File: src/hdl/sha1_pkg.sv
// Shared constants, types and helper functions for the SHA-1 digest block.
// No dependencies; imported by sha1_message_digest.
`timescale 1ns / 1ps

package sha1_pkg;

    typedef logic [31:0] word_t;

    localparam int NUM_CHAIN  = 5;
    localparam int NUM_SCHED  = 16;
    localparam int NUM_ROUNDS = 80;

    localparam word_t SHA1_IV [NUM_CHAIN] = '{
        32'h67452301, 32'hEFCDAB89, 32'h98BADCFE, 32'h10325476, 32'hC3D2E1F0
    };

    localparam word_t SHA1_K0 = 32'h5A827999;
    localparam word_t SHA1_K1 = 32'h6ED9EBA1;
    localparam word_t SHA1_K2 = 32'h8F1BBCDC;
    localparam word_t SHA1_K3 = 32'hCA62C1D6;

    localparam word_t PAD_MARKER_WORD = 32'h80000000;

    // Padding progress codes.
    localparam logic [1:0] PAD_NONE   = 2'd0;
    localparam logic [1:0] PAD_FILL   = 2'd1;
    localparam logic [1:0] PAD_LENGTH = 2'd2;
    localparam logic [1:0] PAD_DIGEST = 2'd3;

    function automatic word_t rol1(word_t x);
        return {x[30:0], x[31]};
    endfunction

    function automatic word_t rol5(word_t x);
        return {x[26:0], x[31:27]};
    endfunction

    function automatic word_t rol30(word_t x);
        return {x[1:0], x[31:2]};
    endfunction

    // Keeps valid leading bytes, then the 0x80 marker; 4+ bytes pass unchanged.
    function automatic word_t last_word(word_t data, logic [2:0] nbytes);
        word_t result;
        case (nbytes)
            3'd0: result = 32'h80000000;
            3'd1: result = {data[31:24], 24'h800000};
            3'd2: result = {data[31:16], 16'h8000};
            3'd3: result = {data[31:8], 8'h80};
            default: result = data;
        endcase
        return result;
    endfunction

endpackage

File: src/hdl/sha1_message_digest.sv
// SHA-1 (160-bit) message digest over a stream of big-endian 32-bit words.
// Depends on sha1_pkg for the initial hash words, round constants and helpers.
`timescale 1ns / 1ps

//  Channel   Direction  Ports             Transaction
//  s_axis    in         tdata/tuser/tlast one message word, tlast on the final one
//  m_axis    out        tdata/tlast       one digest word, h0 first, tlast on h4
//
//  A non-final word is taken while idle; every sixteenth word starts the round
//  loop of one shared round unit, then the chaining update. The final word adds
//  one padding word per cycle outside the rounds, and at most one extra block.
//  Reset (aresetn low, synchronous) restores the initial hash words.
//  The digest sits in an output buffer, so the next message may stream in while
//  it drains; a second digest waits until the buffer is empty.

module sha1_message_digest
    import sha1_pkg::*;
(
    input  logic        aclk,
    input  logic        aresetn,
    input  logic        s_axis_tvalid,
    output logic        s_axis_tready,
    input  logic [31:0] s_axis_tdata,   // data_word
    input  logic [2:0]  s_axis_tuser,   // bytes_valid
    input  logic        s_axis_tlast,   // is_last
    output logic        m_axis_tvalid,
    input  logic        m_axis_tready,
    output logic [31:0] m_axis_tdata,   // digest_word
    output logic        m_axis_tlast    // digest_last
);

    localparam logic [2:0] ST_IDLE   = 3'd0;
    localparam logic [2:0] ST_PAD    = 3'd1;
    localparam logic [2:0] ST_ROUND  = 3'd2;
    localparam logic [2:0] ST_UPDATE = 3'd3;
    localparam logic [2:0] ST_DONE   = 3'd4;

    logic [2:0]  state_reg, state_next;
    logic [3:0]  word_idx_reg, word_idx_next;
    logic [6:0]  round_reg, round_next;
    logic [63:0] bit_len_reg, bit_len_next;
    logic [1:0]  pad_phase_reg, pad_phase_next;
    logic        marker_reg, marker_next;
    word_t       pad_word_reg, pad_word_next;
    word_t       chain_reg [NUM_CHAIN];
    word_t       chain_next [NUM_CHAIN];
    word_t       work_reg [NUM_CHAIN];
    word_t       work_next [NUM_CHAIN];
    word_t       sched_reg [NUM_SCHED];
    logic        sched_shift;
    word_t       sched_in;
    logic        out_valid_reg, out_valid_next;
    logic [2:0]  out_cnt_reg, out_cnt_next;
    word_t       out_buf_reg [NUM_CHAIN];
    logic        out_load;

    logic        s_fire, m_fire;
    logic [2:0]  nbytes;
    word_t       round_f, round_k, round_t, sched_new;

    assign s_fire = s_axis_tvalid && s_axis_tready;
    assign m_fire = m_axis_tvalid && m_axis_tready;
    assign nbytes = (s_axis_tuser > 3'd4) ? 3'd4 : s_axis_tuser;

    assign s_axis_tready = (state_reg == ST_IDLE);
    assign m_axis_tvalid = out_valid_reg;
    assign m_axis_tdata  = out_buf_reg[0];
    assign m_axis_tlast  = (out_cnt_reg == 3'd4);

    // Shared round unit: the window always holds W[r] .. W[r+15] at round r.
    always_comb begin
        if (round_reg < 7'd20) begin
            round_f = (work_reg[1] & work_reg[2]) | (~work_reg[1] & work_reg[3]);
            round_k = SHA1_K0;
        end else if (round_reg < 7'd40) begin
            round_f = work_reg[1] ^ work_reg[2] ^ work_reg[3];
            round_k = SHA1_K1;
        end else if (round_reg < 7'd60) begin
            round_f = (work_reg[1] & work_reg[2]) | (work_reg[2] & work_reg[3])
                    | (work_reg[1] & work_reg[3]);
            round_k = SHA1_K2;
        end else begin
            round_f = work_reg[1] ^ work_reg[2] ^ work_reg[3];
            round_k = SHA1_K3;
        end
        round_t   = rol5(work_reg[0]) + round_f + work_reg[4] + round_k + sched_reg[0];
        sched_new = rol1(sched_reg[13] ^ sched_reg[8] ^ sched_reg[2] ^ sched_reg[0]);
    end

    always_comb begin
        state_next     = state_reg;
        word_idx_next  = word_idx_reg;
        round_next     = round_reg;
        bit_len_next   = bit_len_reg;
        pad_phase_next = pad_phase_reg;
        marker_next    = marker_reg;
        pad_word_next  = pad_word_reg;
        chain_next     = chain_reg;
        work_next      = work_reg;
        sched_shift    = 1'b0;
        sched_in       = '0;
        out_load       = 1'b0;

        case (state_reg)
            ST_IDLE: begin
                if (s_fire) begin
                    if (!s_axis_tlast) begin
                        bit_len_next = bit_len_reg + 64'd32;
                        sched_shift  = 1'b1;
                        sched_in     = s_axis_tdata;
                    end else begin
                        bit_len_next   = bit_len_reg + {58'd0, nbytes, 3'b000};
                        pad_word_next  = last_word(s_axis_tdata, nbytes);
                        marker_next    = (nbytes == 3'd4);
                        pad_phase_next = PAD_FILL;
                        state_next     = ST_PAD;
                    end
                end
            end
            ST_PAD: begin
                sched_shift = 1'b1;
                if (pad_phase_reg == PAD_FILL) begin
                    sched_in      = pad_word_reg;
                    pad_word_next = marker_reg ? PAD_MARKER_WORD : '0;
                    marker_next   = 1'b0;
                    // Zero fill stops once the next free slot is word 14.
                    if (!marker_reg && word_idx_reg == 4'd13) begin
                        pad_phase_next = PAD_LENGTH;
                    end
                end else begin
                    sched_in = (word_idx_reg == 4'd14) ? bit_len_reg[63:32]
                                                       : bit_len_reg[31:0];
                    if (word_idx_reg == 4'd15) begin
                        pad_phase_next = PAD_DIGEST;
                    end
                end
            end
            ST_ROUND: begin
                sched_shift  = 1'b1;
                sched_in     = sched_new;
                work_next[0] = round_t;
                work_next[1] = work_reg[0];
                work_next[2] = rol30(work_reg[1]);
                work_next[3] = work_reg[2];
                work_next[4] = work_reg[3];
                round_next   = round_reg + 7'd1;
                if (round_reg == 7'(NUM_ROUNDS - 1)) begin
                    round_next = '0;
                    state_next = ST_UPDATE;
                end
            end
            ST_UPDATE: begin
                for (int i = 0; i < NUM_CHAIN; i++) begin
                    chain_next[i] = chain_reg[i] + work_reg[i];
                end
                if (pad_phase_reg == PAD_NONE) begin
                    state_next = ST_IDLE;
                end else if (pad_phase_reg == PAD_DIGEST) begin
                    state_next = ST_DONE;
                end else begin
                    state_next = ST_PAD;
                end
            end
            ST_DONE: begin
                if (!out_valid_reg) begin
                    out_load       = 1'b1;
                    chain_next     = SHA1_IV;
                    bit_len_next   = '0;
                    pad_phase_next = PAD_NONE;
                    state_next     = ST_IDLE;
                end
            end
            default: begin
                state_next = ST_IDLE;
            end
        endcase

        // A word pushed into slot 15 completes a block and starts the rounds.
        if (sched_shift && (state_reg == ST_IDLE || state_reg == ST_PAD)) begin
            word_idx_next = word_idx_reg + 4'd1;
            if (word_idx_reg == 4'd15) begin
                work_next  = chain_reg;
                round_next = '0;
                state_next = ST_ROUND;
            end
        end
    end

    always_comb begin
        out_valid_next = out_valid_reg;
        out_cnt_next   = out_cnt_reg;
        if (out_load) begin
            out_valid_next = 1'b1;
            out_cnt_next   = '0;
        end else if (m_fire) begin
            out_cnt_next = out_cnt_reg + 3'd1;
            if (out_cnt_reg == 3'd4) begin
                out_valid_next = 1'b0;
                out_cnt_next   = '0;
            end
        end
    end

    always_ff @(posedge aclk) begin
        if (!aresetn) begin
            state_reg     <= ST_IDLE;
            word_idx_reg  <= '0;
            round_reg     <= '0;
            bit_len_reg   <= '0;
            pad_phase_reg <= PAD_NONE;
            marker_reg    <= 1'b0;
            chain_reg     <= SHA1_IV;
            work_reg      <= '{default: '0};
            out_valid_reg <= 1'b0;
            out_cnt_reg   <= '0;
        end else begin
            state_reg     <= state_next;
            word_idx_reg  <= word_idx_next;
            round_reg     <= round_next;
            bit_len_reg   <= bit_len_next;
            pad_phase_reg <= pad_phase_next;
            marker_reg    <= marker_next;
            chain_reg     <= chain_next;
            work_reg      <= work_next;
            out_valid_reg <= out_valid_next;
            out_cnt_reg   <= out_cnt_next;
        end
    end

    // Payload registers: schedule shift line, pending pad word, digest buffer.
    always_ff @(posedge aclk) begin
        pad_word_reg <= pad_word_next;
        if (sched_shift) begin
            for (int i = 0; i < NUM_SCHED - 1; i++) begin
                sched_reg[i] <= sched_reg[i + 1];
            end
            sched_reg[NUM_SCHED - 1] <= sched_in;
        end
        if (out_load) begin
            out_buf_reg <= chain_reg;
        end else if (m_fire) begin
            for (int i = 0; i < NUM_CHAIN - 1; i++) begin
                out_buf_reg[i] <= out_buf_reg[i + 1];
            end
        end
    end

    // The round counter never passes the last round.
    assert property (@(posedge aclk) disable iff (!aresetn)
        round_reg <= 7'(NUM_ROUNDS - 1))
        else $error("round counter out of range");

    // No padding is left pending once the block is waiting for input.
    assert property (@(posedge aclk) disable iff (!aresetn)
        (state_reg == ST_IDLE) |-> (pad_phase_reg == PAD_NONE))
        else $error("padding pending while idle");

    // The final block always ends on a block boundary.
    assert property (@(posedge aclk) disable iff (!aresetn)
        (state_reg == ST_DONE) |-> (word_idx_reg == 4'd0))
        else $error("digest reached mid-block");

    // The last round is always followed by the chaining update.
    assert property (@(posedge aclk) disable iff (!aresetn)
        (state_reg == ST_ROUND && round_reg == 7'(NUM_ROUNDS - 1))
        |=> (state_reg == ST_UPDATE))
        else $error("chaining update skipped");

endmodule

File: config.mk
export PLATFORM = sky130hd
export DESIGN_NAME = sha1_message_digest
export DESIGN_NICKNAME = d
export VERILOG_FILES = /design/src/hdl/sha1_pkg.sv /design/src/hdl/sha1_message_digest.sv
export SDC_FILE = /design/constraint.sdc
export NUM_CORES = 2
export LEC_CHECK = 0
export BUFFER_PORTS_ARGS = -buffer_cell sky130_fd_sc_hd__buf_2
export CAP_MARGIN = 20
export CORE_ASPECT_RATIO = 0.7
export CORE_MARGIN = 4
export CORE_UTILIZATION = 40
export DETAILED_ROUTE_END_ITERATION = 8
export PLACE_DENSITY_LB_ADDON = 0.3
export SKIP_CTS_REPAIR_TIMING = 1
export SYNTH_ARGS = -nofsm -noshare
export SYNTH_HDL_FRONTEND = slang
export SYNTH_SLANG_ARGS = --single-unit
File: constraint.sdc
create_clock -name aclk -period 18.7 [get_ports aclk]
set_input_delay 2.805 -clock aclk [delete_from_list [all_inputs] [get_ports aclk]]
set_output_delay 2.805 -clock aclk [all_outputs]
set_load 0.01 [all_outputs]
==> out/metrics.cfg <==
[outcome]
status = finished, final reports clean

[route]
first_iter_violations = 4302
viasPerCell = 5.62
drcViolationCount = 0
drtPass1Iterations = 6
wl_per_cell_um = 22.1
antenna_left = 0
vias = 38400
totalWireLength_um = 151000

[clocking]
clkTransAtPathRegs_ps = 70
clkSinkCount = 1106
clk_latency_ps = 730
cts_tree = done
cts_made_buffers = 105
htreeDepth = 3
cts.path.max_buffers = 3
root_buffer = clkbuf_16

[worst_setup_path]
path_max_fanout = 20
cp-end-kind = flop
r2r_start = round_reg[4]$_SDFF_PN0_
criticalPathCategory = reg2reg
worstPathRequired_ps = 19350
worstPathArrival_ps = 7370
regToRegEndpoint = work_reg[147]$_SDFF_PN0_
worst-r2r-cell-count = 23
crit_path_start_kind = flop
reg2reg_slack_ps = 11980

[sta]
finClkSkew_ps = 36.7
finalHoldWorstSlack_ps = 395
fin_setup_tns_ps = 0
finalMaxSlewViolations = 0
max_slew_margin_pct = 22.9
timing.final.crit_share_pct = 35.9
setup_viol = 0
period_minus_slack_ps = 6720
fmax_ghz = 0.149
timing.final.ws_setup_ps = 11980
hold_viol = 0
worst_pin_slew_ps = 1160
rsz0062_at_grt = false

[synth]
syn-num-nets = 5363
synthArstFlopShare_pct = 0
ys.flop_type = edfxtp_1
yosys_register_bits = 1106
ys_types = 89
synth.top_cells.by_count = nand2_1, edfxtp_1, nor2_1, dfxtp_1, inv_1
synth_top_area_share_pct = 39.4
yosysSeqAreaShare_pct = 54.4
syn_area_um2 = 53700
synth_edf_count = 704
avgSynthCellArea_um2 = 10.8
postSynthCellCount = 4992
yosys.area.top_type = edfxtp_1
synth_warnings = 0
yosysMostFrequentCell = nand2_1
synthTopCellsByArea = edfxtp_1, dfxtp_1, nand2_1, ha_1, fa_1

[die]
num_rows = 112
ios = 75
core_area_um2 = 133000
initial_utilization_pct = 40.3
die_h_um = 315
die_w_um = 446
dieArea_um2 = 140000

[global_routing]
grt_pass1_wl_um = 227000
grt.overflow.total = 0
grtUsageTotal_pct = 21.2
grt_max_degree = 217
antenna_found_initial = 1
grt_pass1_vias = 35200

[final_layout]
n_antenna_cell = 0
design_area_um2 = 59200
drive_gt1_share_pct = 6.68
syn_to_final_growth_pct = 10.2
largest_reg_flops = 512
nets = 5340
fill_cells = 12400
fin_util_pct = 44.4

[hold_path]
whs_path_depth = 0
worstHoldStart = sched_reg[0][46]$_DFFE_PP_
whs_endpoint = sched_reg[0][14]$_DFFE_PP_
hold_class = reg2reg

[place]
port_buffers = 74
hpwl_um = 104000
place_ws_ps = 12190
dpl-instance-area_um2 = 55600
gp_congestion = 0.907

[power_and_ir_drop]
power_leakage_uw = 0.0226
power_density_nw_per_um2 = 87.6
ir_drop_v = 0.0000702

[job]
maxCapViolCount = 0

-- cell type report --
cell class	count	area, um^2	share of cell area, %
Inverter	266	1010	1.70
Clock buffer	146	2940	4.98
Sequential cell	1106	29200	49.3
Tap cell	1767	2210	3.74
Clock inverter	51	536	0.905
Multi-Input combinational cell	3362	22500	38.0
Timing Repair Buffer	128	818	1.38
-- placed cells by master (no fill, tap or decap), types with 36 or more instances in the layout --
cell	n
nand2_1	835
edfxtp_1	704
nor2_1	404
dfxtp_1	402
inv_1	262
a21oi_1	241
ha_1	205
o21ai_0	198
xnor2_1	189
fa_1	126
a311oi_1	113
xor2_1	111
clkbuf_16	107
nand3_1	88
a21o_1	85
buf_2	74
nor3_1	62
mux2i_1	62
buf_4	50
a22oi_1	49
o211ai_1	46
o21a_1	43
and2_1	37
o221ai_1	36
-- layer usage --
metal / routed length (um) / track usage, % / up-vias / part of all wire, %
met2: 59900 / 28.6 / 1531 / 40
met3: 14000 / 4.72 / 191 / 9.3
met5: 0 / 0 / - / 0
met4: 2560 / 3.94 / 0 / 1.7
met1: 74500 / 34.3 / 18900 / 49
li1: - / - / 17700 / -
-- through the flow --
stage               cells  total power, uW
floorplan            4992             3000
global placement     6624             3050
detailed placement   6625             3050
CTS                  6822             5230
global route         6826             5370
finish               6826             5190
-- cell families (layout without fill, tap and decap cells) --
group | count (synthesis) | after routing | synth area share, %
AND/OR/NAND/NOR | 1634 | 1634 | 13.2
flip-flops | 1106 | 1106 | 54.4
AO/OA/AOI/OAI | 1035 | 1035 | 13.1
buffers and inverters | 524 | 591 | 3.89
adder cells (fa/ha/maj) | 331 | 331 | 9.48
XOR/XNOR | 300 | 300 | 4.89
multiplexers | 62 | 62 | 1.16
-- worst max path at each step --
| stage | cells after the start | startpoint | end | slack, ps |
|---|---|---|---|---|
| final | 23 | round_reg[4]$_SDFF_PN0_ | work_reg[147]$_SDFF_PN0_ | 11980 |
| after global routing | 24 | round_reg[3]$_SDFF_PN0_ | work_reg[149]$_SDFF_PN0_ | 11570 |
| after CTS | 23 | round_reg[4]$_SDFF_PN0_ | work_reg[147]$_SDFF_PN0_ | 12150 |
| after detailed placement | 5 | s_axis_tlast | sched_reg[0][124]$_DFFE_PP_ | 12190 |
| after global placement | 5 | s_axis_tlast | sched_reg[0][124]$_DFFE_PP_ | 12230 |
| after floorplan | 3 | s_axis_tlast | sched_reg[0][0]$_DFFE_PP_ | 3590 |
-- power by group --
group | internal (uW) | switching (uW) | leakage (uW)
clock | 1220 | 967 | 0.00171
combinational | 73.7 | 160 | 0.0110
sequential | 2720 | 43.6 | 0.00993
total | 4010 | 1170 | 0.0226
-- worst max-delay path, cell delays in order, from the launching register on --
cell and delay, ps:
dfxtp_1 460, a41oi_1 280, nand2_1 140, buf_4 350, clkinv_1 120, buf_4 270, a221oi_1 460, fa_1 520
fa_1 550, fa_1 420, inv_1 70, ha_1 160, inv_1 50, fa_1 380, nor2b_1 190, o21ai_1 100
a21boi_0 370, o31ai_1 170, a21oi_1 280, a21o_1 340, nand2_1 100, o311a_1 290, or3_1 330, a31oi_1 180
Power figures use the tool's default switching activity.
